**src/dhps_pkg.sv**
```systemverilog
// ----------------------------------------------------------------------------
// dhps_pkg: shared types and constants for the depth/heading PD controller
// Register codes, configuration bundle, queued item format, drive saturation.
// ----------------------------------------------------------------------------
package dhps_pkg;

  // Loop and safety limits
  localparam int VERTICAL_LIMIT  = 30;
  localparam int TURN_LIMIT      = 30;
  localparam int TILT_LIMIT_CDEG = 2500;
  localparam int RATE_LIMIT_CDPS = 6000;

  // Drive limits folded into the 6-bit signed range
  localparam int VERT_HI     = (VERTICAL_LIMIT > 31) ? 31 : VERTICAL_LIMIT;
  localparam int VERT_LO_MAG = (VERTICAL_LIMIT > 32) ? 32 : VERTICAL_LIMIT;
  localparam int TURN_HI     = (TURN_LIMIT > 31) ? 31 : TURN_LIMIT;
  localparam int TURN_LO_MAG = (TURN_LIMIT > 32) ? 32 : TURN_LIMIT;

  // Angle wrap constants in centidegrees
  localparam int HALF_TURN_CDEG  = 18000;
  localparam int FULL_TURN_CDEG  = 36000;
  localparam int THREE_HALF_CDEG = 54000;
  localparam int TWO_TURN_CDEG   = 72000;

  // Gain scaling shift (gains are scaled by 2^20)
  localparam int GAIN_SHIFT = 20;

  // Queue between front and back
  localparam int QUEUE_DEPTH = 2;
  localparam int QPTR_W      = (QUEUE_DEPTH > 1) ? $clog2(QUEUE_DEPTH) : 1;
  localparam int QCNT_W      = $clog2(QUEUE_DEPTH + 1);

  // Configuration port
  localparam int CFG_IDX_W  = 3;
  localparam int CFG_DATA_W = 16;

  typedef enum logic [CFG_IDX_W-1:0] {
    REG_DEPTH_KP    = 3'd0,
    REG_DEPTH_KD    = 3'd1,
    REG_YAW_KP      = 3'd2,
    REG_YAW_KD      = 3'd3,
    REG_DEPTH_TOL   = 3'd4,
    REG_HEADING_TOL = 3'd5,
    REG_TGT_DEPTH   = 3'd6,
    REG_TGT_HEADING = 3'd7
  } cfg_reg_t;

  typedef struct packed {
    logic [15:0] depth_kp;
    logic [15:0] depth_kd;
    logic [15:0] yaw_kp;
    logic [15:0] yaw_kd;
    logic [15:0] depth_tolerance_mm;
    logic [14:0] heading_tolerance_cdeg;
    logic [14:0] target_depth_mm;
    logic [15:0] target_heading_cdeg;
  } cfg_t;

  // One classified item: errors, derivatives and decision flags
  typedef struct packed {
    logic signed [16:0] depth_err;
    logic signed [17:0] depth_der;
    logic signed [15:0] head_err;
    logic signed [15:0] head_der;
    logic               stop;
    logic               ready;
  } item_t;

  // Truncated magnitude plus sign -> saturated 6-bit signed drive
  function automatic logic signed [5:0] sat_drive(input logic [15:0] mag,
                                                  input logic        neg,
                                                  input int          hi,
                                                  input int          lo_mag);
    logic [15:0] lim;
    logic [15:0] m;
    lim = neg ? 16'(lo_mag) : 16'(hi);
    m   = (mag > lim) ? lim : mag;
    return neg ? -$signed(6'(m)) : $signed(6'(m));
  endfunction

endpackage

```
**src/dhps_queue.sv**
```systemverilog
// ----------------------------------------------------------------------------
// dhps_queue: short FIFO between front and back
// Holds classified items so each side stalls on its own.
// ----------------------------------------------------------------------------
module dhps_queue (
  input  logic            clk,
  input  logic            rst,
  input  logic            push_valid,
  input  dhps_pkg::item_t push_item,
  output logic            full,
  output logic            pop_valid,
  input  logic            pop_en,
  output dhps_pkg::item_t pop_item
);

  dhps_pkg::item_t                 mem [dhps_pkg::QUEUE_DEPTH];
  logic [dhps_pkg::QPTR_W-1:0]     wr_ptr;
  logic [dhps_pkg::QPTR_W-1:0]     rd_ptr;
  logic [dhps_pkg::QCNT_W-1:0]     count;
  logic                            do_push;
  logic                            do_pop;

  assign full      = (count == dhps_pkg::QCNT_W'(dhps_pkg::QUEUE_DEPTH));
  assign pop_valid = (count != '0);
  assign do_push   = push_valid && !full;
  assign do_pop    = pop_en && pop_valid;
  assign pop_item  = mem[rd_ptr];

  // Storage
  always_ff @(posedge clk) begin
    if (do_push) begin
      mem[wr_ptr] <= push_item;
    end
  end

  // Pointers and fill count
  always_ff @(posedge clk) begin
    if (rst) begin
      wr_ptr <= '0;
      rd_ptr <= '0;
      count  <= '0;
    end else begin
      if (do_push) begin
        wr_ptr <= (wr_ptr == dhps_pkg::QPTR_W'(dhps_pkg::QUEUE_DEPTH - 1)) ? '0 : wr_ptr + 1'b1;
      end
      if (do_pop) begin
        rd_ptr <= (rd_ptr == dhps_pkg::QPTR_W'(dhps_pkg::QUEUE_DEPTH - 1)) ? '0 : rd_ptr + 1'b1;
      end
      if (do_push && !do_pop) begin
        count <= count + 1'b1;
      end else if (do_pop && !do_push) begin
        count <= count - 1'b1;
      end
    end
  end

endmodule

```
**config.mk**
```make
export PLATFORM = sky130hd
export DESIGN_NAME = dhps_queue
export DESIGN_NICKNAME = d
export VERILOG_FILES = /design/src/dhps_pkg.sv /design/src/dhps_queue.sv
export SDC_FILE = /design/constraint.sdc
export NUM_CORES = 1
export LEC_CHECK = 0
export BUFFER_PORTS_ARGS = -buffer_cell sky130_fd_sc_hd__buf_2
export CORE_MARGIN = 8
export CORE_UTILIZATION = 52
export DETAILED_ROUTE_END_ITERATION = 10
export PLACE_DENSITY = 0.85
export SETUP_SLACK_MARGIN = 0.1
export SLEW_MARGIN = 20
export SYNTH_ARGS = -nofsm -noshare
export SYNTH_HDL_FRONTEND = slang
export SYNTH_SLANG_ARGS = --single-unit
export TNS_END_PERCENT = 10
```
**constraint.sdc**
```tcl
create_clock -name clk -period 3.76 [get_ports clk]
set_clock_uncertainty 0.1 [all_clocks]
set_input_delay 0.188 -clock clk [delete_from_list [all_inputs] [get_ports clk]]
set_output_delay 0.188 -clock clk [all_outputs]
set_load 0.02 [all_outputs]
```
# Word-level counts from Yosys, hierarchy flattened
# Memories as Yosys holds them, arrays and structs flattened. A register that Yosys moved wholly into a read port is not among the register bits.
# Index checks and enable logic that the tools add are counted.
# totals
ff_bits,4
mem_count,1
mem_bits_rw,138
# op_classes
muxes,8
addsub,4
n_eq_ne,1
n_reduce_logical,9
# mem_list
memory,depth,word_bits,read_ports,rd_clocked_by_memory_dff,wr,line,rtl
mem,2,69,1,1,1,dhps_queue.sv:16,dhps_pkg::item_t mem [dhps_pkg::QUEUE_DEPTH];
# ops
cell,count
two-way mux 1 bit,6
logical AND 1 bit,4
two-way mux 2 bit,2
nonzero test 2 bit,2
logical NOT 1 bit,3
adder 1 bit (second input constant),2
adder 2 x 1 -> 2 bit (second input constant),1
equality test 2 bit (second input constant),1
subtractor 2 x 1 -> 2 bit (second input constant),1

# Depth between registers and ports, before layout
# depth
ltp_word,7
depth_mapped,6
mapped_depth_nobuf,6

# Worst setup path before layout
# No wires, ideal clock.
# synth_timing
path_type,register to register
from,reg count[1] (netlist name)
to,mem mem[1][0] (netlist name) (enable)
synth_period_minus_slack_ps,2815
setup_slack_ps,945
stages_incl_launch_ff,4
n_path_buf,0
arrival_time_ps,2280
setup_time_ps,435
required_time_ps,3225
path_cell_list,dfxtp_1 -> nor2b_2 -> nor2_1 -> and2_1
# synth_between
elab_chain_len,5
# synth_rtl
element,line,rtl
from (decl),dhps_queue.sv:19,logic [dhps_pkg::QCNT_W-1:0] count;
from (signal assigned),dhps_queue.sv:50,count <= count + 1'b1;
from (signal assigned),dhps_queue.sv:52,count <= count - 1'b1;
equality test 2 bit,dhps_queue.sv:23,assign full = (count == dhps_pkg::QCNT_W'(dhps_pkg::QUEUE_DEPTH));
named net full,dhps_queue.sv:10,"output logic full,"
logical NOT 1 bit,dhps_queue.sv:25,assign do_push = push_valid && !full;
logical AND 1 bit,dhps_queue.sv:25,
named net do_push,dhps_queue.sv:20,logic do_push;
two-way mux 1 bit,dhps_queue.sv:31,if (do_push) begin
two-way mux 1 bit (implied by the code),dhps_queue.sv:32,mem[wr_ptr] <= push_item;
to (decl),dhps_queue.sv:16,
# The timed path passes the listed nets, and every way through them passes these cells.

==> results.yml <==
setup_path:
  regToRegSetupSlack_ns: 1.56
  ff2ff_path_depth: 4
  cp_max_fo: 69
  worstPathRequired_ns: 3.47
  cpLargestDelayFamily: "flip-flops"
  critPathLaunchType: "flop"
  crit_end: "pop_item[6]"
  worst-path-stages: 2
  rr_endpoint: "mem[0][5]"
  cp_slowest_cell: "dfxtp_4"
  end_kind: "primary output"
  critPathBufInv: 1
  crit-reg2reg-launch: "count[0]"
  slowest_delay_ns: 0.99
  crit_path_cell_trace: "mux2_2 -> buf_2"
  path_class: "reg2out"
  arrival_ns: 2.14
job:
  drv_cap: 0
floorplan:
  initial_utilization: 0.536
  die_h_um: 116
  core_area_mm2: 0.00977
  die_area_mm2: 0.0135
  io_pins: 144
  dieWidth_um: 116
  rows: 36
synthesis:
  ys.warnings.count: 0
  synth_top_area_frac: 0.791
  synth_area_leaders: "edfxtp_1 (79%), mux2_2 (13%), mux2_4 (2.9%), dfxtp_1 (1.9%), buf_6 (0.65%)"
  syn_avg_cell_area_um2: 21.8
  synth_top_family_by_area: "multiplexers"
  synth_compound_area_frac: 0.00478
  ys_seq_area_frac: 0.810
  synth_cell_types: 16
  yosys.area_share.adder: 0.00239
  syn_nets: 314
  synthMuxAreaShare: 0.156
  yosys.area.top_type: "edfxtp_1"
  synthXorXnorAreaFrac: 0.00502
  ys_seq_elements: 143
  synth.cell_area_mm2: 0.00524
  syn_inst: 240
  synth_simple_gate_area_frac: 0.00932
place:
  place_congestion: 0.690
  io_buffers: 143
  hpwl_um: 6210
  place_inst: 509
finish:
  final_cell_mix: "buf_2 (143), edfxtp_1 (138), dlygate4sd3_1 (71)"
  antenna_cells: 0
  layout-drive-gt1-share: 0.513
  mostFrequentLayoutCell: "buf_2"
  finish.utilization: 0.749
  fin_cells: 611
  fillers: 577
  final_nets: 540
  area_delta_synth_final_pct: 39.7
detailed_routing:
  dr.pass1.iters: 4
  drt_iter0_markers: 169
  vias_per_cell: 4.84
  routedWlPerCell_um: 17.6
  vias: 2960
  drc: 0
  ant_nets: 0
  wl_um: 10800
timing:
  post-route-period-util: 0.645
  slew_headroom: 0.351
  worstMarginPinSlew_ns: 0.973
  drv_slew: 0
  finalHoldViolCount: 0
  rsz0062_at_grt: "false"
  setup_viol: 0
  post-route-min-period_ns: 2.42
  max_freq_ghz: 0.413
  hold_slack_ns: 0.0685
  timing.setup.tns_ns: 0
global_route:
  antenna_found_initial: 0
  grt_pass1_vias: 3324
  grt_first_pass_wirelength_um: 16500
  grt_overflow: 0
  busiest_layer: "met2"
  met1_usage: 0.170
  grt_max_degree: 70
  grtUsageTotal: 0.166
  use_met2: 0.298
  grt_use_met3: 0.0641
cts:
  insertion_delay_ns: 0.51
  clkSlewWorstSetupHoldPaths_ns: 0.06
  numCtsBuffers: 17
  cts_sinks: 143
  post-cts-setup-buffers: 0
  cts-root-buf: "clkbuf_8"
  tritoncts: "yes"
  h-tree-depth: 4
  clock_path_buffers: 2
power:
  p_total_mw: 4.86
  p_leak_nw: 2.80
  peakVddDrop_uv: 529
  power.density_mw_per_mm2: 665
hold_path:
  hold_path_class: "in2reg"
status:
  status: "completed"
-- Yosys cell counts, drive strengths merged --
master / instances
and2: 1
buf: 8
edfxtp: 138
nor2b: 1
inv: 2
or2: 1
nor2: 4
o21ai: 3
or3: 2
mux2: 69
dfxtp: 5
a21oi: 2
xor2: 3
ha: 1
-- sequential cells by signal, indices dropped and copies added, names as in the netlist, named ones only --
name	flops
count	2
mem	138
rd_ptr	1
wr_ptr	1
-- layer usage --
metal	wire, um	share of wire	vias to the layer above
li1	-	-	1398
met1	4110	0.38	1438
met2	5810	0.54	110
met3	715	0.066	14
met4	141	0.013	0
met5	0	0	-
-- kinds of logic after synthesis --
group / Yosys count
buf+inv: 10
compound gates: 5
flops: 143
mux: 69
xor+xnor: 3
simple gates: 9
fa+ha+maj: 1
-- final cells by class --
class / count / area [um2] / area share
clock inverter: 12 / 97.6 / 0.0133
multi-input combinational: 87 / 930 / 0.127
clock buffer: 19 / 422 / 0.0576
timing repair buffer: 215 / 1450 / 0.198
sequential: 143 / 4250 / 0.581
inverter: 2 / 7.51 / 0.00103
tap: 133 / 166 / 0.0227
-- power by group --
group          internal, mW  leakage [nW]  switching, mW
clock                 0.862         0.248          0.578
combinational         0.562          1.22          0.690
sequential             2.01          1.33          0.163
total                  3.43          2.80           1.43
-- per-stage QoR --
step	area [um2]	setup slack [ns]
3_3_place_gp	6090	1.66
2_1_floorplan	5240	0.945
4_1_cts	7320	1.31
5_1_grt	7320	1.19
3_5_place_dp	6090	1.58
6_report	7320	1.34
-- timing repair --
item / CTS / global route
hold endpoints to repair: 143 / 0
hold buffers: 71 / 0
resized for setup: 0 / 0
-- worst min-delay path by stage --
stage | startpoint | to | slack [ns] | cells after the start
3_5_place_dp | push_item[34] | mem[1][34] | 0.28 | 1
6_report | pop_en | flop | 0.07 | 4
5_1_grt | pop_en | rd_ptr | 0.08 | 4
3_3_place_gp | push_item[17] | mem[0][17] | 0.28 | 1
4_1_cts | pop_en | flop | 0.03 | 4
2_1_floorplan | rst | count[1] | 0.16 | 1
-- worst min-delay path, delay by kind of cell --
kind,cells,cell delay [ns]
buffers and inverters,1,0.11
AO/OA/AOI/OAI,1,0.15
AND/OR/NAND/NOR,1,0.07
XOR/XNOR,1,0.12
Note: power is estimated with default switching activity, not from simulation.
