**src/dhps_pkg.sv**
```systemverilog
// ----------------------------------------------------------------------------
// dhps_pkg: shared types and constants for the depth/heading PD controller
// Register codes, configuration bundle, queued item format, drive saturation.
// ----------------------------------------------------------------------------
package dhps_pkg;

  // Loop and safety limits
  localparam int VERTICAL_LIMIT  = 30;
  localparam int TURN_LIMIT      = 30;
  localparam int TILT_LIMIT_CDEG = 2500;
  localparam int RATE_LIMIT_CDPS = 6000;

  // Drive limits folded into the 6-bit signed range
  localparam int VERT_HI     = (VERTICAL_LIMIT > 31) ? 31 : VERTICAL_LIMIT;
  localparam int VERT_LO_MAG = (VERTICAL_LIMIT > 32) ? 32 : VERTICAL_LIMIT;
  localparam int TURN_HI     = (TURN_LIMIT > 31) ? 31 : TURN_LIMIT;
  localparam int TURN_LO_MAG = (TURN_LIMIT > 32) ? 32 : TURN_LIMIT;

  // Angle wrap constants in centidegrees
  localparam int HALF_TURN_CDEG  = 18000;
  localparam int FULL_TURN_CDEG  = 36000;
  localparam int THREE_HALF_CDEG = 54000;
  localparam int TWO_TURN_CDEG   = 72000;

  // Gain scaling shift (gains are scaled by 2^20)
  localparam int GAIN_SHIFT = 20;

  // Queue between front and back
  localparam int QUEUE_DEPTH = 2;
  localparam int QPTR_W      = (QUEUE_DEPTH > 1) ? $clog2(QUEUE_DEPTH) : 1;
  localparam int QCNT_W      = $clog2(QUEUE_DEPTH + 1);

  // Configuration port
  localparam int CFG_IDX_W  = 3;
  localparam int CFG_DATA_W = 16;

  typedef enum logic [CFG_IDX_W-1:0] {
    REG_DEPTH_KP    = 3'd0,
    REG_DEPTH_KD    = 3'd1,
    REG_YAW_KP      = 3'd2,
    REG_YAW_KD      = 3'd3,
    REG_DEPTH_TOL   = 3'd4,
    REG_HEADING_TOL = 3'd5,
    REG_TGT_DEPTH   = 3'd6,
    REG_TGT_HEADING = 3'd7
  } cfg_reg_t;

  typedef struct packed {
    logic [15:0] depth_kp;
    logic [15:0] depth_kd;
    logic [15:0] yaw_kp;
    logic [15:0] yaw_kd;
    logic [15:0] depth_tolerance_mm;
    logic [14:0] heading_tolerance_cdeg;
    logic [14:0] target_depth_mm;
    logic [15:0] target_heading_cdeg;
  } cfg_t;

  // One classified item: errors, derivatives and decision flags
  typedef struct packed {
    logic signed [16:0] depth_err;
    logic signed [17:0] depth_der;
    logic signed [15:0] head_err;
    logic signed [15:0] head_der;
    logic               stop;
    logic               ready;
  } item_t;

  // Truncated magnitude plus sign -> saturated 6-bit signed drive
  function automatic logic signed [5:0] sat_drive(input logic [15:0] mag,
                                                  input logic        neg,
                                                  input int          hi,
                                                  input int          lo_mag);
    logic [15:0] lim;
    logic [15:0] m;
    lim = neg ? 16'(lo_mag) : 16'(hi);
    m   = (mag > lim) ? lim : mag;
    return neg ? -$signed(6'(m)) : $signed(6'(m));
  endfunction

endpackage

```
**src/dhps_front.sv**
```systemverilog
// ----------------------------------------------------------------------------
// dhps_front: accept sensor samples and classify them
// Forms depth/heading errors and derivatives, safety and arrival flags,
// keeps previous errors, and pushes one item per accepted sample.
// ----------------------------------------------------------------------------
module dhps_front (
  input  logic                clk,
  input  logic                rst,
  input  logic                in_valid,
  output logic                in_stall,
  input  logic signed [15:0]  depth_mm,
  input  logic [15:0]         heading_cdeg,
  input  logic signed [15:0]  roll_cdeg,
  input  logic signed [14:0]  pitch_cdeg,
  input  logic signed [18:0]  yaw_rate_cdps,
  input  dhps_pkg::cfg_t      cfg,
  input  logic                q_full,
  output logic                push_valid,
  output dhps_pkg::item_t     push_item
);

  localparam logic signed [17:0] HALF  = 18'(dhps_pkg::HALF_TURN_CDEG);
  localparam logic signed [17:0] FULL  = 18'(dhps_pkg::FULL_TURN_CDEG);
  localparam logic signed [17:0] THALF = 18'(dhps_pkg::THREE_HALF_CDEG);
  localparam logic signed [17:0] TWO   = 18'(dhps_pkg::TWO_TURN_CDEG);
  localparam logic signed [19:0] TILT  = 20'(dhps_pkg::TILT_LIMIT_CDEG);
  localparam logic signed [19:0] RATE  = 20'(dhps_pkg::RATE_LIMIT_CDPS);

  logic signed [16:0] prev_depth_error;
  logic signed [15:0] prev_heading_error;

  logic               accept;
  logic signed [16:0] depth_err;
  logic signed [17:0] depth_der;
  logic signed [17:0] head_raw;
  logic signed [17:0] head_wrap;
  logic signed [15:0] head_err;
  logic signed [16:0] hd_raw;
  logic signed [16:0] hd_wrap;
  logic signed [19:0] roll_x;
  logic signed [19:0] pitch_x;
  logic signed [19:0] rate_x;
  logic signed [17:0] dtol;
  logic signed [16:0] htol;
  logic               stop;
  logic               arrived;

  assign in_stall = q_full;
  assign accept   = in_valid && !q_full;

  // Depth error and derivative
  always_comb begin
    depth_err = 17'(depth_mm) - $signed({2'b00, cfg.target_depth_mm});
    depth_der = 18'(depth_err) - 18'(prev_depth_error);
  end

  // Heading error, wrapped into +-180 degrees
  always_comb begin
    head_raw = $signed({2'b00, cfg.target_heading_cdeg}) - $signed({2'b00, heading_cdeg});
    if (head_raw > THALF) begin
      head_wrap = head_raw - TWO;
    end else if (head_raw > HALF) begin
      head_wrap = head_raw - FULL;
    end else if (head_raw < -THALF) begin
      head_wrap = head_raw + TWO;
    end else if (head_raw < -HALF) begin
      head_wrap = head_raw + FULL;
    end else begin
      head_wrap = head_raw;
    end
    head_err = head_wrap[15:0];
  end

  // Heading derivative, wrapped once
  always_comb begin
    hd_raw = 17'(head_err) - 17'(prev_heading_error);
    if (hd_raw > 17'(HALF)) begin
      hd_wrap = hd_raw - 17'(FULL);
    end else if (hd_raw < -17'(HALF)) begin
      hd_wrap = hd_raw + 17'(FULL);
    end else begin
      hd_wrap = hd_raw;
    end
  end

  // Safety stop and arrival checks
  always_comb begin
    roll_x  = 20'(roll_cdeg);
    pitch_x = 20'(pitch_cdeg);
    rate_x  = 20'(yaw_rate_cdps);
    stop    = (roll_x > TILT) || (roll_x < -TILT) ||
              (pitch_x > TILT) || (pitch_x < -TILT) ||
              (rate_x > RATE) || (rate_x < -RATE);
    dtol    = $signed({2'b00, cfg.depth_tolerance_mm});
    htol    = $signed({2'b00, cfg.heading_tolerance_cdeg});
    arrived = (18'(depth_err) <= dtol) && (18'(depth_err) >= -dtol) &&
              (17'(head_err) <= htol) && (17'(head_err) >= -htol);
  end

  always_comb begin
    push_valid          = accept;
    push_item.depth_err = depth_err;
    push_item.depth_der = depth_der;
    push_item.head_err  = head_err;
    push_item.head_der  = hd_wrap[15:0];
    push_item.stop      = stop;
    push_item.ready     = !stop && arrived;
  end

  // Previous errors advance on every accepted sample
  always_ff @(posedge clk) begin
    if (rst) begin
      prev_depth_error   <= '0;
      prev_heading_error <= '0;
    end else if (accept) begin
      prev_depth_error   <= depth_err;
      prev_heading_error <= head_err;
    end
  end

endmodule

```
**config.mk**
```make
export PLATFORM = sky130hd
export DESIGN_NAME = dhps_front
export DESIGN_NICKNAME = d
export VERILOG_FILES = /design/src/dhps_pkg.sv /design/src/dhps_front.sv
export SDC_FILE = /design/constraint.sdc
export NUM_CORES = 1
export LEC_CHECK = 0
export ABC_AREA = 1
export BUFFER_PORTS_ARGS = -buffer_cell sky130_fd_sc_hd__buf_2
export CAP_MARGIN = 20
export CORE_ASPECT_RATIO = 0.5
export CORE_UTILIZATION = 25
export DETAILED_ROUTE_END_ITERATION = 7
export HOLD_SLACK_MARGIN = 0.12
export SKIP_CTS_REPAIR_TIMING = 1
export SLEW_MARGIN = 10
export SYNTH_ARGS = -nofsm -noshare
export SYNTH_HDL_FRONTEND = slang
export SYNTH_SLANG_ARGS = --single-unit
export TNS_END_PERCENT = 50
```
**constraint.sdc**
```tcl
create_clock -name clk -period 12.6 [get_ports clk]
set_input_delay 0.63 -clock clk [delete_from_list [all_inputs] [get_ports clk]]
set_output_delay 0.63 -clock clk [all_outputs]
set_load 0.05 [all_outputs]
```
# == After elaboration in Yosys (flattened, before gate mapping) ==
# Index checks and enable logic that the tools add are counted.
# totals
register_bits,33
latchBits,0
mem_bits_rw,0
romBits,0
in_bits,212
output_inout_bits,71
elab_cells,48
n_memories,0
# op_classes
addsub,12
multipliers,0
div_mod_pow,0
magnitude_cmp,16
n_eq_ne,0
shift,0
n_mux,6
n_bitwise,0
n_reduce_logical,12
# op_table
operator,n
$mux W16,6
$sub A16 B16 Y17,3
$gt A17 B16 Y1 const B,2
$lt A17 B16 Y1 const B,2
$add A16 B16 Y16 const B,2
$sub A16 B16 Y16 const B,2
$gt A19 B14 Y1 const B,1
$lt A19 B14 Y1 const B,1
$ge A17 B18 Y1,1
$neg A16 Y18,1
$sub A17 B17 Y18,1
$ge A16 B17 Y1,1
$gt A17 B17 Y1 const B,1
$le A17 B17 Y1,1
$lt A17 B17 Y1 const B,1
$neg A15 Y17,1
$add A16 B14 Y16 const B,1
$gt A16 B13 Y1 const B,1
$le A16 B16 Y1,1
$lt A16 B13 Y1 const B,1
$sub A16 B14 Y16 const B,1
$gt A15 B13 Y1 const B,1
$lt A15 B13 Y1 const B,1
$logic_and A1 B1 Y1,5
2 further kinds,7

# == Longest topological paths before layout ==
# depth
ltp_word,10
ltp_mapped,51
ltp_nobuf,49

# == Worst setup path before layout ==
# No wires, ideal clock.
# synth_path
path_type,input to output
from,input port cfg[0] (netlist bit)
to,output port push_item[16] (netlist bit)
arrival_ns,5.989
required_time_ns,11.970
slack_ns,5.981
stages,44
n_path_buf,2
path_cell_list,inv_1 ha_1 inv_1 fa_1 nand3_1 nand2_1 nand2_1 nand2_1 nand2_1 and2_0 inv_1 ha_1 nand3_1 nor2_1 nand2_1 nand2_1 nand2_1 nand2_1 [8 not listed] o21ai_1 inv_1 ha_1 a21oi_1 o21ai_0 a21oi_1 nand2_1 a21oi_1 xor2_1 nor2_1 nand3_1 nand2_1 nand2_1 buf_2 nand3_1 nand2_1 nand2_1 nand2_1
# synth_rtl
item,line_no,rtl
start: declaration,dhps_front.sv:16,"input dhps_pkg::cfg_t cfg,"
end: declaration,dhps_front.sv:19,output dhps_pkg::item_t push_item

==> reports/qor_table.md <==
| Result | This run |
|---|---|
| Cts bufs inserted | 5 |
| Count of distinct cell types in the synthesized netlist | 56 |
| Final RePlAce weighted congestion | 0.900 |
| Commonest cells after routing, fill and taps aside | 396 x nand2_1, 263 x inv_1, 218 x buf_2 |
| Cell with the most instances on the worst path | nand2_1 |
| GR Util All Layers | 0.152 |
| Setup violations, final | 0 |
| Ports placed on the boundary | 283 |
| Launching element type of the critical path | primary input |
| Final critical path time including I/O delays and setup | 8210 ps |
| Count of final hold-check violations | 0 |
| Skew-Pair Late Insertion Delay | 290 ps |
| Starting DRT DRC Count | 616 |
| P&R area growth vs syn | 19.5% |
| Critical-path top delay cell | and2_0 |
| Primary flip-flop cell chosen by synthesis mapping | dfxtp_1 |
| Max_cap viols | 0 |
| Min-delay worst type | reg -> reg |
| Top-area cell type share of the netlist area | 0.194 |
| Most area-consuming cells after synthesis | ha_1 19%, nand2_1 16%, inv_1 11% |
| Hold Path Stages | 2 |
| H-tree lvl count | 2 |
| Antenna diode count | 0 |
| Final routed wire length divided by cell count | 12.9 microns |
| Launch instance of the worst min-delay path | prev_heading_error[2]$_SDFFE_PP0P_ |
| Avg Synthesized Cell Area | 5.93 sq um |
| Nets@finish | 2132 |
| Synthesized Nets | 1922 |
| Part of the Yosys area used for sequential elements | 0.0713 |
| Die outline width | 274 microns |
| DP HPWL | 25000 microns |
| Number of enable flip-flop cells after synthesis | 0 |
| Critical path class | in -> out |
| Number of vias in the routed layout | 10400 |
| Status | completed |
| FFs w/ async S/R, synth | 0 |
| Endpoint of the worst hold path | prev_heading_error[2]$_SDFFE_PP0P_ |
| Peak fanout along the critical path | 12 |
| Sum of negative setup slack | 0 ps |
| TritonCTS clock tree | done |
| Pwr/cell area | 212 nW/um^2 |
| Detailed Routing Iterations Pass 1 | 6 |
| Number of buffers inserted by port buffering | 218 |
| Standard cell area after detailed placement | 10900 sq um |
| First-pass GRT wire length | 47800 microns |
| Cell type with the largest total area after synthesis | ha_1 |
| Unrepaired setup endpoints after global routing | no |
| Number of nets with antenna violations after detailed routing | 0 |
| Share of the cycle needed by the critical path after routing | 0.651 |
| Worst-case register-to-register setup slack | 11860 ps |
| Final std cell area, no fill | 11100 sq um |
| Required time at the worst-slack endpoint | 11970 ps |
| Initial antenna violation count | 0 |
| Remaining routing DRC violations | 0 |
| Die boundary height | 138 microns |
| Data arrival time of the critical path | 7580 ps |
| Slew headroom | 0.407 |
| Ratio of cells with drive above 1 in the final layout | 0.178 |
| Peak clock frequency supported by timing | 122 MHz |
| Maximum number of pins on one net before global-route repair | 45 |
| Worst flop-to-flop path startpoint | prev_heading_error[15]$_SDFFE_PP0P_ |
| Capturing point of the worst reg2reg path | prev_heading_error[15]$_SDFFE_PP0P_ |
| Max Slew Vio Count | 0 |
| Placeable core region | 36200 sq um |
| Most common cell after layout, fill and taps aside | nand2_1 |
| Setup crit end kind | output port |
| Worst-Margin Slew | 889 ps |
| Post-synthesis cell count | 1562 |
| Count of synthesis-stage warnings from yosys | 0 |
| Post-route clock skew | 0 ps |
| Max Root-Sink Buffers | 2 |
| Final wirelength | 29000 microns |
| Worst VDD drop | 132 uV |
| Static Leakage | 6.13 nW |
| Clock tree root driver cell | clkbuf_16 |
| Slowest Stage Delay on Critical Path | 460 ps |
| # clock sinks | 33 |
| Effective utilization at floorplan | 0.256 |
| Clock edge transition at the registers on the reported setup and hold paths | 60 ps |
| Number of register bits inferred by synthesis | 33 |
| Drt via density | 4.60 |
| Overall die area | 37900 sq um |
| Vias in the first global route | 9529 |
| Worst Reg2Reg Path Length in Cells | 3 |
| Number of cell rows | 49 |
| Mapped cell area | 9260 sq um |
| Leftover overflow at the end of global routing | 0 |
[per-layer routing]
layer | global-route usage | part of all wire
met3 | 0.0102 | 0.034
met4 | 0.0322 | 0.016
met2 | 0.247 | 0.44
met5 | 0 | 0
met1 | 0.220 | 0.51
[layout make-up]
cell class | instances | area (sq um)
Clock buffer | 6 | 139
Clock inverter | 2 | 37.5
Fill cell | 4095 | 25100
Inverter | 278 | 1040
Multi-Input combinational cell | 1231 | 7450
Sequential cell | 33 | 661
Tap cell | 484 | 606
Timing Repair Buffer | 223 | 1130
[critical path, delay by kind of cell]
family / cells / cell delay (ps)
AND/OR/NAND/NOR: 28 / 3360
buffers and inverters: 9 / 1170
adder cells (fa/ha/maj): 4 / 1170
AO/OA/AOI/OAI: 5 / 840
XOR/XNOR: 1 / 400
[per-stage QoR]
step	util	worst slack [ps]	hold WS [ps]	total power, mW	instances
floorplan	-	5980	442	1.73	1562
global placement	0.301	4490	460	2.19	2249
detailed placement	0.301	4510	459	2.20	2249
CTS	0.306	4470	470	2.35	2257
global route	0.306	3650	507	2.58	2257
finish	0.306	4390	472	2.35	2257
[worst max-delay path by stage]
stage / start / endpoint / depth (start not counted)
after detailed placement: cfg[0] / push_item[17] / 37
after global placement: cfg[0] / push_item[17] / 47
final: cfg[0] / push_item[17] / 47
after CTS: cfg[0] / push_item[17] / 37
after floorplan: cfg[0] / push_item[16] / 44
after global routing: cfg[0] / push_item[17] / 37
[logic make-up (layout without fill, tap and decap cells)]
group                      Yosys count  after routing  synth area share
adders and majority gates          148            148             0.203
DFF                                 33             33            0.0713
buffers and inverters              298            509             0.124
xor gates and xnor gates            84             84            0.0818
and+or+nand+nor                    737            737             0.356
AOI/OAI and AO/OA                  262            262             0.163
[sequential cells by signal, indices dropped and copies added (netlist names)]
| register | cells |
|---|---|
| prev_depth_error | 17 |
| prev_heading_error | 16 |
[cells in the mapped netlist, types with 6 or more instances]
cell,instances
nand2_2,25
nor2_2,10
nand4_1,36
inv_2,14
nand3_2,6
o21bai_1,12
nand3_1,122
xor2_1,78
o21ai_1,6
a21o_1,11
nor2_1,87
dfxtp_1,33
a21oi_1,125
ha_1,144
o21ai_0,65
nand2_4,8
nor3_1,28
a31oi_1,6
nand2_1,396
clkbuf_1,10
inv_1,263
[where the power goes]
| group | internal (mW) | total (mW) | switching (mW) |
|---|---|---|---|
| registers | 0.113 | 0.116 | 0.00312 |
| clock network | 0.0987 | 0.149 | 0.0503 |
| logic | 0.566 | 2.08 | 1.52 |
Power figures use the tool's default switching activity.
